### config.mk
export PLATFORM = sky130hd
export DESIGN_NAME = tsl_out
export DESIGN_NICKNAME = d
export VERILOG_FILES = /design/src/design/tsl_pkg.sv /design/src/design/tsl_out.sv
export SDC_FILE = /design/constraint.sdc
export NUM_CORES = 1
export LEC_CHECK = 0
export BUFFER_PORTS_ARGS = -buffer_cell sky130_fd_sc_hd__buf_2
export CELL_PAD_IN_SITES_DETAIL_PLACEMENT = 1
export CELL_PAD_IN_SITES_GLOBAL_PLACEMENT = 1
export CORE_AREA = 2 2 115 117
export DETAILED_ROUTE_END_ITERATION = 7
export DIE_AREA = 0 0 117 119
export HOLD_SLACK_MARGIN = 0.12
export PLACE_DENSITY_LB_ADDON = 0.1
export SLEW_MARGIN = 20
export SYNTH_ARGS = -nofsm -noshare
export SYNTH_HDL_FRONTEND = slang
export SYNTH_SLANG_ARGS = --single-unit
export TNS_END_PERCENT = 100
### constraint.sdc
create_clock -name i_clk -period 2.4 [get_ports i_clk]
set_input_delay 0.48 -clock i_clk [delete_from_list [all_inputs] [get_ports i_clk]]
set_output_delay 0.48 -clock i_clk [all_outputs]
set_load 0.02 [all_outputs]
### src/design/tsl_pkg.sv
// shared types, constants and the arctangent table for the tsl pixel converter
package tsl_pkg;

    localparam int PIXEL_BITS  = 8;
    localparam int SUM_BITS    = PIXEL_BITS + 2;
    localparam int CHROMA_BITS = PIXEL_BITS + 3;
    localparam int SQ_BITS     = 2 * PIXEL_BITS + 3;
    localparam int SS_BITS     = 2 * SUM_BITS;
    localparam int LNUM_BITS   = 18;
    localparam int LPROD_BITS  = 37;
    localparam int LIGHT_FRAC  = 28;
    localparam int LIGHT_RECIP = 268436;
    localparam int LIGHT_BIAS  = 500;
    localparam int SAT_SCALE   = 260100;
    localparam int SAT_BITS    = 8;
    localparam int TABLE_LEN   = 24;
    localparam int ANGLE_BITS  = 24;
    localparam int XY_SHIFT    = 32;
    localparam int XY_BITS     = 44;
    localparam int P_BITS      = 44;
    localparam int Q_BITS      = 32;
    localparam int RHS_BITS    = 38;
    localparam int BASE_BITS   = 22;
    localparam logic [ANGLE_BITS-1:0] QUARTER_TURN = 24'h400000;
    localparam logic [ANGLE_BITS-1:0] HALF_TURN    = 24'h800000;
    localparam int TINT_ROUND  = 32768;
    localparam int TINT_SHIFT  = 16;

    typedef struct packed {
        logic [PIXEL_BITS-1:0] blue;
        logic [PIXEL_BITS-1:0] green;
        logic [PIXEL_BITS-1:0] red;
    } t_pixel;

    typedef struct packed {
        logic [7:0] tint;
        logic [7:0] saturation;
        logic [7:0] lightness;
    } t_tsl;

    typedef struct packed {
        logic                      valid;
        logic                      zero_sum;
        logic                      zero_b;
        logic signed [XY_BITS-1:0] x;
        logic signed [XY_BITS-1:0] y;
        logic [ANGLE_BITS-1:0]     z;
        logic [RHS_BITS-1:0]       rhs;
        logic [BASE_BITS-1:0]      base;
        logic signed [P_BITS-1:0]  p;
        logic signed [Q_BITS-1:0]  q;
        logic [SAT_BITS-1:0]       k;
        logic [7:0]                light;
    } t_cell_data;

    // atan(2^-i) in turns, 24 fraction bits
    function automatic logic [ANGLE_BITS-1:0] atan_turn(input int unsigned idx);
        case (idx)
            0: return 24'd2097152;
            1: return 24'd1238021;
            2: return 24'd654136;
            3: return 24'd332050;
            4: return 24'd166669;
            5: return 24'd83416;
            6: return 24'd41718;
            7: return 24'd20860;
            8: return 24'd10430;
            9: return 24'd5215;
            10: return 24'd2608;
            11: return 24'd1304;
            12: return 24'd652;
            13: return 24'd326;
            14: return 24'd163;
            15: return 24'd81;
            16: return 24'd41;
            17: return 24'd20;
            18: return 24'd10;
            19: return 24'd5;
            20: return 24'd3;
            21: return 24'd1;
            22: return 24'd1;
            default: return '0;
        endcase
    endfunction

endpackage

### src/design/tsl_out.sv
// result stage: tint rounding, special cases and the output register
module tsl_out (
    input  logic                i_clk,
    input  logic                i_rst_n,
    input  tsl_pkg::t_cell_data i_d,
    input  logic                i_ready,
    output logic                o_en,
    output logic                o_valid,
    output tsl_pkg::t_tsl       o_tsl
);

    logic                           r_valid;
    tsl_pkg::t_tsl                  r_tsl, n_tsl;
    logic [tsl_pkg::ANGLE_BITS-1:0] w_turn;
    logic [tsl_pkg::ANGLE_BITS:0]   w_round;
    logic [8:0]                     w_code;

    assign o_en = !r_valid || i_ready;

    always_comb begin
        w_turn  = tsl_pkg::QUARTER_TURN + i_d.z;
        w_round = {1'b0, w_turn} + (tsl_pkg::ANGLE_BITS + 1)'(tsl_pkg::TINT_ROUND);
        w_code  = w_round[tsl_pkg::TINT_SHIFT +: 9];
        n_tsl.lightness = i_d.light;
        if (i_d.zero_sum) begin
            n_tsl.tint       = '0;
            n_tsl.saturation = '0;
        end else begin
            n_tsl.saturation = i_d.k;
            if (i_d.zero_b) begin
                n_tsl.tint = '0;
            end else if (w_code[8]) begin
                n_tsl.tint = 8'hff;
            end else begin
                n_tsl.tint = w_code[7:0];
            end
        end
    end

    always_ff @(posedge i_clk) begin
        if (!i_rst_n) begin
            r_valid <= 1'b0;
        end else if (o_en) begin
            r_valid <= i_d.valid;
            r_tsl   <= n_tsl;
        end
    end

    assign o_valid = r_valid;
    assign o_tsl   = r_tsl;

    a_black_zero: assert property (@(posedge i_clk) disable iff (!i_rst_n)
        (o_en && i_d.valid && i_d.zero_sum) |=>
            (r_tsl.tint == '0 && r_tsl.saturation == '0))
        else $error("black pixel gave nonzero tint or saturation");

    a_zero_g_tint: assert property (@(posedge i_clk) disable iff (!i_rst_n)
        (o_en && i_d.valid && i_d.zero_b) |=> (r_tsl.tint == '0))
        else $error("zero green offset gave nonzero tint");

    a_hold: assert property (@(posedge i_clk) disable iff (!i_rst_n)
        (o_valid && !i_ready) |=> (o_valid && $stable(o_tsl)))
        else $error("held result changed or dropped");

endmodule

-- Yosys cells after proc, flatten, opt, wreduce, memory -nomap -nowiden
Index checks and enable logic that the tools add are counted.
- input port bits: 270
- word-level logic and storage cells: 11
- register bits: 25
- output and inout port bits: 26
- reductions and logical operators: 4
- $add $sub $neg: 2
- multiplexer cells: 1
- operator list (kind ; count):
    adder 24 x 16 -> 25 bit (second input constant) ; 1
    adder 23 x 24 -> 24 bit (first input constant) ; 1
    2-to-1 mux 8 bit ; 1
    AND reduction 2 bit ; 1
    OR reduction 2 bit ; 1
    logical NOT 1 bit ; 1
    logical OR 1 bit ; 1

-- Logic depth before layout (Yosys ltp)
- depth in word-level cells: 3
- gate-level depth with buffers: 4
- gate-level depth less buffers: 4

-- Worst setup path before layout
No wires, ideal clock.
- path kind: input-to-reg
- from: input port i_ready
- to: register r_tsl (netlist bit o_tsl[0]), enable pin
- data arrival time: 1.385 ns
- stages: 2
- slack: 0.632 ns
- required time: 2.017 ns
- setup time: 0.383 ns
- path buffers: 0
- cell sequence: nand2b_1 -> and2_1
- cells in the longest elaborated chain, start to end: 2
- ends and longest elaborated chain (item ; line ; RTL):
    start, declared ; tsl_out.sv:6 ; input logic i_ready,
    logical OR 1 bit ; tsl_out.sv:18 ; assign o_en = !r_valid || i_ready;
    AND reduction 2 bit (no source line) ; -- ;
    end signal, assigned ; tsl_out.sv:45 ; r_tsl <= n_tsl;
    end, declared ; tsl_out.sv:13 ; tsl_pkg::t_tsl r_tsl, n_tsl;
Every way passes these cells.
A chain may end at the register's enable or synchronous reset.

-- Final worst setup path
- from: input port i_d[167] in the netlist's numbering
- to: register r_tsl (netlist bit o_tsl[23]), data pin
- cells in the longest elaborated chain, start to end: 3
- ends and longest elaborated chain (item ; line ; RTL):
    start, declared ; tsl_out.sv:5 ; input tsl_pkg::t_cell_data i_d,
    adder 23 x 24 -> 24 bit ; tsl_out.sv:21 ; w_turn = tsl_pkg::QUARTER_TURN + i_d.z;
    adder 24 x 16 -> 25 bit ; tsl_out.sv:22 ; w_round = {1'b0, w_turn} + (tsl_pkg::ANGLE_BITS + 1)'(tsl_pkg::TINT_ROUND);
    2-to-1 mux 8 bit ; tsl_out.sv:32 ; end else if (w_code[8]) begin
Every way passes these cells.

==> metrics.cfg <==
[status]
status = finished clean

[pwr]
irDropWorstVdd_mv = 0.217
cellPowerDensity_nw_per_um2 = 646
power_leakage_nw = 0.658

[setup_path]
critical_path_class = in2reg
critical_path_required_ns = 2.52
path_max_fanout = 4
r2r_setup_slack_ns = 1.19
arrival_ns = 1.52
critPathCaptureType = flip-flop
critPathLaunchType = input port

[detailed_routing]
final_antenna_net_count = 0
drtIter0Drc = 2
wl_met1_microns = 1810
dr_wl_met3_microns = 526
vias = 850
firstDrtPassIters = 2
vias_per_cell = 2.74
avgRoutedWirePerCell_microns = 12.6
top_layer = met4
routed_wl_microns = 3910
drcViolationCount = 0
wl_met2_microns = 1540

[die]
io_pins = 296
dieArea_sq_um = 13900
chipHeight_microns = 119
num_rows = 42
core_area_sq_um = 12900
die_x_microns = 117
start_util_pct = 8.38

[placement]
place_area_sq_um = 1570
gp_congestion = 0.652
hpwl_microns = 3090
io_buffers = 56

[yosys]
syn_inst = 75
syn-num-nets = 347
synth_edf_count = 24
synthTopCellsByArea = edfxtp_1, and2b_2, a21oi_1, ha_1, dfxtp_1
synth_top_cell_area_share_pct = 66.8
netlist_top_cells_count = edfxtp_1, and2b_2, a21oi_1
yosysMostFrequentCell = edfxtp_1
yosysWarnings = 0
avgSynthCellArea_sq_um = 14.4
synth_area_sq_um = 1080
synthArstFlopShare_pct = 0
seq_area_frac_synth_pct = 68.7
synth-main-ff-cell = edfxtp_1
synth_cell_types = 26
synth-seq-cells = 25
yosysTopAreaCell = edfxtp_1

[layout]
fin_area_sq_um = 1650
areaGrowthSynthToFinish_pct = 53.0
fin_nets = 407
drive_gt1_share_pct = 53.0
antenna_cells = 0

[grt]
antenna_found_initial = 0
overflow = 0
grt_max_degree = 25
grt_pass1_wl_microns = 5800
grt_pass1_vias = 927
grt.total_usage_pct = 5.92

[sta]
tightest_slew_ns = 0.350
fmax_mhz = 715
clock_skew_ns = 0.00130
maxSlewHeadroom_pct = 76.7
final.period_utilization_pct = 58.3
setup_viol = 0
rsz0062_at_grt = false
hold_viol = 0
setup_tns_ns = 0
fin_crit_ns = 1.40
slew_viol_final = 0
holdWs_ns = 0.383

[clock_network]
cts_sinks = 25
cts_setup_buffers = 0
cts_root_buf = clkbuf_16
clk_latency_ns = 0.27
holdBufCountCts = 0
cts_resized = 0
clk_pin_slew_ns = 0.07
cts_buffers = 3
cts_max_level = 1
clock_path_buffers = 2
tritoncts = done

[job]
maxCapViolCount = 0

[hold_path]
hold_class = in2reg

## critical path, cell delays in order
cell      delay, ns
buf_2          0.12
ha_1           0.23
and3_1         0.24
a311o_1        0.37
o211ai_2       0.07
## area by class of cell
class                           count  area [sq um]
Timing Repair Buffer               57           288
Sequential cell                    25           741
Clock buffer                        3          75.1
Multi-Input combinational cell     44           307
Tap cell                          176           220
Fill cell                        1516         11200
Clock inverter                      1          5.00
Inverter                            4          15.0
## report_power, final
group          switching [mW]  internal (mW)  total [mW]
clock                   0.173          0.226       0.398
combinational          0.0935         0.0552       0.149
sequential            0.00862          0.510       0.519
## sequential cells by signal, summed over array words and instances, names as in the netlist
name,cells
o_tsl,24
o_valid,1
## worst paths after layout
path                                            from                      end  cells past startpoint
worst min-delay path                          i_d[3]       o_tsl[3]$_DFFE_PP_                      1
worst max-delay path                        i_d[167]  o_tsl[23]$_SDFFCE_PP0P_                      5
worst min register to register  o_valid$_SDFFE_PN0P_     o_valid$_SDFFE_PN0P_                      2
worst max register to register  o_valid$_SDFFE_PN0P_  o_tsl[18]$_SDFFCE_PP0P_                      3
## metal layers
layer	global-route usage (%)	up-vias
li1	-	399
met1	7.42	410
met2	8.09	37
met3	4.38	4
met4	1.32	0
met5	0	-
## stage by stage
step | worst slack, ns | total power [mW] | utilization (%) | std cells
after global placement | 0.730 | 0.682 | 12.2 | 306
after CTS | 1.01 | 1.10 | 12.8 | 310
after floorplan | 0.632 | 0.605 | - | 75
after detailed placement | 0.718 | 0.682 | 12.2 | 306
final | 1.00 | 1.07 | 12.8 | 310
after global routing | 0.976 | 1.12 | 12.8 | 310
## layout by cell type, fill, tap and decap left out, types with 3 or more instances in the layout
cell type	n
a21oi_1	5
and2b_2	8
buf_2	56
clkbuf_16	3
edfxtp_1	24
inv_1	4
nand2_1	3
nand3_1	3
## cells by family after synthesis
kind of cell               count (synthesis)  share of synthesized area [%]
AOI/OAI and AO/OA                         14                           8.82
xor gates and xnor gates                   2                           1.62
adders and majority gates                  2                           2.32
buffers and inverters                      6                           2.90
DFF                                       25                           68.7
and+or+nand+nor                           26                           15.7
No activity file was read; power rests on OpenSTA's default activity.
