$ cat config.mk
export PLATFORM = sky130hd
export DESIGN_NAME = tsl_front
export DESIGN_NICKNAME = d
export VERILOG_FILES = /design/src/design/tsl_pkg.sv /design/src/design/tsl_front.sv
export SDC_FILE = /design/constraint.sdc
export NUM_CORES = 2
export LEC_CHECK = 0
export ABC_AREA = 1
export BUFFER_PORTS_ARGS = -buffer_cell sky130_fd_sc_hd__buf_2
export CELL_PAD_IN_SITES_DETAIL_PLACEMENT = 1
export CELL_PAD_IN_SITES_GLOBAL_PLACEMENT = 1
export CORE_AREA = 2 2 271 273
export CTS_CLUSTER_SIZE = 8
export DETAILED_ROUTE_END_ITERATION = 8
export DIE_AREA = 0 0 273 275
export MAX_ROUTING_LAYER = met4
export PLACE_DENSITY = 0.93
export SYNTH_ARGS = -nofsm -noshare
export SYNTH_HDL_FRONTEND = slang
export SYNTH_SLANG_ARGS = --single-unit
$ cat constraint.sdc
create_clock -name i_clk -period 6.8 [get_ports i_clk]
set_input_delay 0.68 -clock i_clk [delete_from_list [all_inputs] [get_ports i_clk]]
set_output_delay 0.68 -clock i_clk [all_outputs]
set_load 0.02 [all_outputs]
$ cat src/design/tsl_pkg.sv
// shared types, constants and the arctangent table for the tsl pixel converter
package tsl_pkg;

    localparam int PIXEL_BITS  = 8;
    localparam int SUM_BITS    = PIXEL_BITS + 2;
    localparam int CHROMA_BITS = PIXEL_BITS + 3;
    localparam int SQ_BITS     = 2 * PIXEL_BITS + 3;
    localparam int SS_BITS     = 2 * SUM_BITS;
    localparam int LNUM_BITS   = 18;
    localparam int LPROD_BITS  = 37;
    localparam int LIGHT_FRAC  = 28;
    localparam int LIGHT_RECIP = 268436;
    localparam int LIGHT_BIAS  = 500;
    localparam int SAT_SCALE   = 260100;
    localparam int SAT_BITS    = 8;
    localparam int TABLE_LEN   = 24;
    localparam int ANGLE_BITS  = 24;
    localparam int XY_SHIFT    = 32;
    localparam int XY_BITS     = 44;
    localparam int P_BITS      = 44;
    localparam int Q_BITS      = 32;
    localparam int RHS_BITS    = 38;
    localparam int BASE_BITS   = 22;
    localparam logic [ANGLE_BITS-1:0] QUARTER_TURN = 24'h400000;
    localparam logic [ANGLE_BITS-1:0] HALF_TURN    = 24'h800000;
    localparam int TINT_ROUND  = 32768;
    localparam int TINT_SHIFT  = 16;

    typedef struct packed {
        logic [PIXEL_BITS-1:0] blue;
        logic [PIXEL_BITS-1:0] green;
        logic [PIXEL_BITS-1:0] red;
    } t_pixel;

    typedef struct packed {
        logic [7:0] tint;
        logic [7:0] saturation;
        logic [7:0] lightness;
    } t_tsl;

    typedef struct packed {
        logic                      valid;
        logic                      zero_sum;
        logic                      zero_b;
        logic signed [XY_BITS-1:0] x;
        logic signed [XY_BITS-1:0] y;
        logic [ANGLE_BITS-1:0]     z;
        logic [RHS_BITS-1:0]       rhs;
        logic [BASE_BITS-1:0]      base;
        logic signed [P_BITS-1:0]  p;
        logic signed [Q_BITS-1:0]  q;
        logic [SAT_BITS-1:0]       k;
        logic [7:0]                light;
    } t_cell_data;

    // atan(2^-i) in turns, 24 fraction bits
    function automatic logic [ANGLE_BITS-1:0] atan_turn(input int unsigned idx);
        case (idx)
            0: return 24'd2097152;
            1: return 24'd1238021;
            2: return 24'd654136;
            3: return 24'd332050;
            4: return 24'd166669;
            5: return 24'd83416;
            6: return 24'd41718;
            7: return 24'd20860;
            8: return 24'd10430;
            9: return 24'd5215;
            10: return 24'd2608;
            11: return 24'd1304;
            12: return 24'd652;
            13: return 24'd326;
            14: return 24'd163;
            15: return 24'd81;
            16: return 24'd41;
            17: return 24'd20;
            18: return 24'd10;
            19: return 24'd5;
            20: return 24'd3;
            21: return 24'd1;
            22: return 24'd1;
            default: return '0;
        endcase
    endfunction

endpackage

$ cat src/design/tsl_front.sv
// front stages: chromaticity offsets, squares, luma and vector setup
module tsl_front (
    input  logic                  i_clk,
    input  logic                  i_rst_n,
    input  logic                  i_en,
    input  logic                  i_valid,
    input  tsl_pkg::t_pixel       i_pixel,
    output tsl_pkg::t_cell_data   o_data
);

    typedef struct packed {
        logic                                   valid;
        logic [tsl_pkg::SUM_BITS-1:0]           sum;
        logic signed [tsl_pkg::CHROMA_BITS-1:0] a;
        logic signed [tsl_pkg::CHROMA_BITS-1:0] b;
        logic [tsl_pkg::LNUM_BITS-1:0]          lnum;
    } t_s1;

    typedef struct packed {
        logic                                   valid;
        logic                                   zero_sum;
        logic signed [tsl_pkg::CHROMA_BITS-1:0] a;
        logic signed [tsl_pkg::CHROMA_BITS-1:0] b;
        logic [tsl_pkg::SQ_BITS-1:0]            sq;
        logic [tsl_pkg::SS_BITS-1:0]            ss;
        logic [7:0]                             light;
    } t_s2;

    t_s1                 r_s1, n_s1;
    t_s2                 r_s2, n_s2;
    tsl_pkg::t_cell_data r_s3, n_s3;

    logic signed [2*tsl_pkg::CHROMA_BITS-1:0] w_asq, w_bsq;
    logic [tsl_pkg::LPROD_BITS-1:0]           w_lprod;
    logic signed [tsl_pkg::XY_BITS-1:0]       w_xa, w_xb;

    always_comb begin
        n_s1.valid = i_valid;
        n_s1.sum   = tsl_pkg::SUM_BITS'(i_pixel.blue) + tsl_pkg::SUM_BITS'(i_pixel.green)
                   + tsl_pkg::SUM_BITS'(i_pixel.red);
        n_s1.a     = $signed({2'b00, i_pixel.red, 1'b0}) - $signed({3'b000, i_pixel.green})
                   - $signed({3'b000, i_pixel.blue});
        n_s1.b     = $signed({2'b00, i_pixel.green, 1'b0}) - $signed({3'b000, i_pixel.red})
                   - $signed({3'b000, i_pixel.blue});
        n_s1.lnum  = tsl_pkg::LNUM_BITS'(i_pixel.red) * tsl_pkg::LNUM_BITS'(299)
                   + tsl_pkg::LNUM_BITS'(i_pixel.green) * tsl_pkg::LNUM_BITS'(587)
                   + tsl_pkg::LNUM_BITS'(i_pixel.blue) * tsl_pkg::LNUM_BITS'(114)
                   + tsl_pkg::LNUM_BITS'(tsl_pkg::LIGHT_BIAS);
    end

    always_comb begin
        w_asq          = r_s1.a * r_s1.a;
        w_bsq          = r_s1.b * r_s1.b;
        w_lprod        = tsl_pkg::LPROD_BITS'(r_s1.lnum)
                       * tsl_pkg::LPROD_BITS'(tsl_pkg::LIGHT_RECIP);
        n_s2.valid     = r_s1.valid;
        n_s2.zero_sum  = (r_s1.sum == '0);
        n_s2.a         = r_s1.a;
        n_s2.b         = r_s1.b;
        n_s2.sq        = tsl_pkg::SQ_BITS'(w_asq + w_bsq);
        n_s2.ss        = tsl_pkg::SS_BITS'(r_s1.sum) * tsl_pkg::SS_BITS'(r_s1.sum);
        n_s2.light     = w_lprod[tsl_pkg::LIGHT_FRAC +: 8];
    end

    always_comb begin
        w_xb          = tsl_pkg::XY_BITS'(r_s2.b) <<< tsl_pkg::XY_SHIFT;
        w_xa          = tsl_pkg::XY_BITS'(r_s2.a) <<< tsl_pkg::XY_SHIFT;
        n_s3.valid    = r_s2.valid;
        n_s3.zero_sum = r_s2.zero_sum;
        n_s3.zero_b   = (r_s2.b == '0);
        n_s3.rhs      = tsl_pkg::RHS_BITS'(r_s2.sq) * tsl_pkg::RHS_BITS'(tsl_pkg::SAT_SCALE);
        n_s3.base     = tsl_pkg::BASE_BITS'(r_s2.ss) * tsl_pkg::BASE_BITS'(5);
        n_s3.p        = $signed({{(tsl_pkg::P_BITS - tsl_pkg::BASE_BITS){1'b0}}, n_s3.base});
        n_s3.q        = -$signed({{(tsl_pkg::Q_BITS - tsl_pkg::BASE_BITS){1'b0}}, n_s3.base});
        n_s3.k        = '0;
        n_s3.light    = r_s2.light;
        if (r_s2.b < 0) begin
            n_s3.x = -w_xb;
            n_s3.y = -w_xa;
            n_s3.z = tsl_pkg::HALF_TURN;
        end else begin
            n_s3.x = w_xb;
            n_s3.y = w_xa;
            n_s3.z = '0;
        end
    end

    always_ff @(posedge i_clk) begin
        if (!i_rst_n) begin
            r_s1.valid <= 1'b0;
            r_s2.valid <= 1'b0;
            r_s3.valid <= 1'b0;
        end else if (i_en) begin
            r_s1 <= n_s1;
            r_s2 <= n_s2;
            r_s3 <= n_s3;
        end
    end

    assign o_data = r_s3;

endmodule

-- Word level (Yosys, flattened, before mapping)
Cells that the tools add are included.
- latch bits: 0
- bits in read-only memories: 0
- bits in registers: 334
- memories: 0
- logic and storage cells: 51
- output and inout port bits: 267
- bits in writable memories: 0
- input port bits: 28
- equality and inequality tests: 0
- order comparisons: 1
- muxes and demuxes: 1
- add/subtract/negate cells: 13
- bitwise logic cells: 0
- reductions and logical operators: 3
- $mul: 9
- shift operators: 0
- div/mod/pow operators: 0
- operators with widths (cell ; number):
    $mux 112 ; 1
    $neg 43->44 ; 2
    $mul 11x11->19 ; 2
    $mul 19x16->35 const B ; 1
    $mul 18x17->34 const B ; 1
    $neg 22->32 ; 1
    $mul 20x3->22 const B ; 1
    $sub 10x9->11 ; 2
    $mul 10x10->20 ; 1
    $sub 9x8->10 ; 2
    $add 19x19->19 ; 1
    $add 17x18->18 ; 1
    $add 18x15->18 ; 1
    $add 18x9->18 const B ; 1
    $mul 8x10->18 const B ; 1
    $mul 8x9->17 const B ; 1
    $mul 8x6->14 const B ; 1
    $logic_not 11->1 ; 1
    $lt 11x1->1 const B ; 1
    $add 9x8->10 ; 1
    $logic_not 10->1 ; 1
    $add 8x8->9 ; 1
    $reduce_and 2->1 ; 1

-- Depth between registers and ports, before layout
- word-level depth: 4
- mapped depth: 27
- gate-level depth less buffers: 27

-- Least setup slack after synthesis
Ideal clock, no wire load.
- kind: input to register
- start: input i_pixel[17] (netlist bit)
- end: register r_s1[17] (netlist bit) (data pin)
- slack: 0.538 ns
- buffers on the path: 0
- required time: 6.536 ns
- library setup time: 0.264 ns
- cell stages on the path: 24
- arrival time: 5.999 ns
- cell sequence: inv_1 fa_1 inv_1 fa_1 ha_1 inv_1 fa_1 xnor2_1 ha_1 ha_1 fa_1 inv_1 fa_1 fa_1 inv_1 ha_1 nand2_1 o21ai_0 nand2_1 nand3_1 nand3_1 nand2_1 a31oi_1 xor2_1
- RTL lines (item ; RTL line ; text):
    start, declared ; tsl_front.sv:7 ; input tsl_pkg::t_pixel i_pixel,
    end signal, assigned ; tsl_front.sv:94 ; r_s1 <= n_s1;
    end, declared ; tsl_front.sv:29 ; t_s1 r_s1, n_s1;

==> out/summary.txt <==
Largest net degree at the start of global routing: 137
Worst Clk Skew: 0.0312 ns
Outcome: finished, final reports clean
Buffers & Inverters on Critical Path: 6
CP Capture Type: flip-flop
Post-Syn Area: 0.0352 mm^2
Post-synthesis sequential area ratio: 0.207
Crit path to: r_s1[17]$_DFFE_PP_
CTS tree: built
Worst path most repeated cell: fa_1
Worst EP required: 7.11 ns
Hold/Removal Path Class: in -> reg
Slew HR: 0.160
Commonest non-fill, non-tap cell in the layout: inv_1
Hold Slack: 0.392 ns
CP Data Arrival Time: 6.96 ns
Synth Warn #: 0
Antenna Nets Post-Route: 0
CTS sink cnt: 243
Place WS: -0.398 ns
Instance count on the critical path: 25
Worst-case reg-to-reg path depth: 22
Delay-heaviest family, CP: adder cells
FFs w/ async S/R, synth: 0
Type of the worst setup path: in -> reg
Slew Viols, Final: 0
Die area: 0.0751 mm^2
Peak Freq: 150 MHz
Worst Path Max Fanout: 5
DRC viols: 0
Reg-to-Reg End: r_s2[46]$_DFFE_PP_
Initial DRC Count: 1266
Layout cell share with drive strength beyond 1: 0.0804
Fillers: 8365
EDFF count, synth: 240
Max stage delay on crit path: 0.60 ns
Starting density of the core: 0.486
Share of the synthesized area in the top cell type: 0.258
Placed Instance Area: 0.0367 mm^2
Worst slew pin tran: 1.25 ns
H-tree levels: 2
Clk_lat worst skew: 0.58 ns
Worst r2r src: n_s2[68]$_DFFE_PP_
Final WS setup: 0.149 ns
IO buf count: 172
Clock Tree Buf Depth: 3
CTS Buf Count: 38
Dpl hpwl: 83.0 mm
Origin of the worst setup path: i_pixel[17]
1st-pass router iterations: 7
Maxcap violations: 0
Routed wire per std cell: 20.8 um
#FFs+latches synth: 243
Nets@finish: 5001
GRT overflow: 0
Library cells used by synthesis: 51
Global Route Usage Sum: 0.281
P&R area growth vs syn: 8.26%
R2R setup slack: 0.21 ns
Site Rows: 99
Die Y-Extent: 275 um
Die width: 273 um
Number of global-route vias before repair: 30100
# IOs: 295
Syn Area/Cell: 9.35 um^2
Detailed-route via count: 26300
Crit path time final: 6.65 ns
Synth area leaders: fa_1 26%, edfxtp_1 20%, ha_1 20%
CP max-delay cell: fa_1
Gate Count Post-Synth: 3762
Core footprint: 0.0723 mm^2
Setup Viol. Count Final: 0
Final cell area excluding filler cells: 0.0381 mm^2
First-pass GRT wire length: 159 mm
Clk slew on worst S/H paths: 0.06 ns
Final Hold Fails: 0
Via density: 5.32
Largest area contributor in the netlist: fa_1
Tcrit/Tclk final: 0.978
Post-synth top flop: edfxtp_1
Root buffer cell: clkbuf_16
Initial antenna violation count: 4
Most frequent cells in the layout: 986 x inv_1, 552 x ha_1, 518 x nand2_1
GPL Wtd Cong: 0.931
Startpoint types: primary input
Final core area utilization: 0.526
Final wirelength: 103 mm
flip-flops by register name, summed over array words and instances, names as in the netlist:
signal,cells
n_s2,23
n_s3,10
r_s2,60
o_data,122
r_s1,28
Yosys cell counts (all sizes together), types with 6 or more instances:
cell type	number
buf	146
o31ai	7
o21ai	86
fa	454
xor2	127
nand3	90
nor2	146
clkbuf	35
a31oi	19
xnor2	47
edfxtp	240
a21o	19
nor4	9
nand4	27
o21bai	9
inv	995
nor3	25
a211oi	6
or2	12
ha	553
a21oi	148
nand2	526
through the flow:
step	cells	TNS [ns]
2_1_floorplan	3884	0
3_3_place_gp	4863	0
3_5_place_dp	4863	-1.15
4_1_cts	4918	0
5_1_grt	4943	-0.171
6_report	4943	0
worst register-to-register path, cell delays in order (launching register included):
cell,delay (ns)
edfxtp_1,0.54
buf_4,0.22
nand2_1,0.06
inv_1,0.10
fa_1,0.58
fa_2,0.63
inv_1,0.08
fa_1,0.48
inv_1,0.05
fa_1,0.51
inv_1,0.06
fa_1,0.48
fa_1,0.60
inv_1,0.10
fa_2,0.63
ha_2,0.32
a21o_1,0.19
a31oi_1,0.15
o21ai_0,0.11
a31oi_1,0.25
inv_1,0.07
nand3_1,0.08
nand2_1,0.05
how the worst min path moves through the flow:
stage	from	endpoint	slack [ns]	cells past startpoint
4_1_cts	i_valid	n_s2[70]$_SDFFE_PN0P_	0.39	3
2_1_floorplan	n_s3[0]$_DFFE_PP_	o_data[0]$_DFFE_PP_	0.40	0
5_1_grt	i_valid	n_s2[70]$_SDFFE_PN0P_	0.40	3
3_3_place_gp	n_s3[1]$_DFFE_PP_	o_data[1]$_DFFE_PP_	0.40	0
6_report	i_valid	n_s2[70]$_SDFFE_PN0P_	0.39	3
3_5_place_dp	n_s3[5]$_DFFE_PP_	o_data[5]$_DFFE_PP_	0.41	0
metal layers:
metal	share of wire	global-route usage
met1	0.36	0.292
met3	0.049	0.0383
met2	0.53	0.518
met4	0.061	0.145
met5	0	-
cell families after synthesis:
logic type | count (synthesis) | synth area share
buffers and inverters | 1176 | 0.141
adders and majority gates | 1007 | 0.455
and+or+nand+nor | 848 | 0.103
AOI/OAI and AO/OA | 312 | 0.0496
DFF | 243 | 0.207
xor gates and xnor gates | 174 | 0.0436
other | 1 | 0.000107
muxes | 1 | 0.000320
layout make-up:
| class | instances | area [um^2] | share of cell area |
|---|---|---|---|
| Multi-Input combinational cell | 2465 | 23400 | 0.615 |
| Sequential cell | 243 | 7270 | 0.191 |
| Inverter | 995 | 3740 | 0.0983 |
| Timing Repair Buffer | 223 | 1310 | 0.0344 |
| Tap cell | 959 | 1200 | 0.0315 |
| Clock buffer | 48 | 1020 | 0.0268 |
| Clock inverter | 7 | 105 | 0.00276 |
| Antenna cell | 3 | 7.51 | 0.000197 |
timing repair:
item,CTS,global route
buffers inserted,0,22
endpoints found under the hold margin,0,0
endpoints found under the setup margin,0,6
hold buffers,0,0
resized for setup,0,8
Power is left out: the tool's default activity adds up to more than one toggle a clock period on the data nets, which glitch-free logic cannot reach.
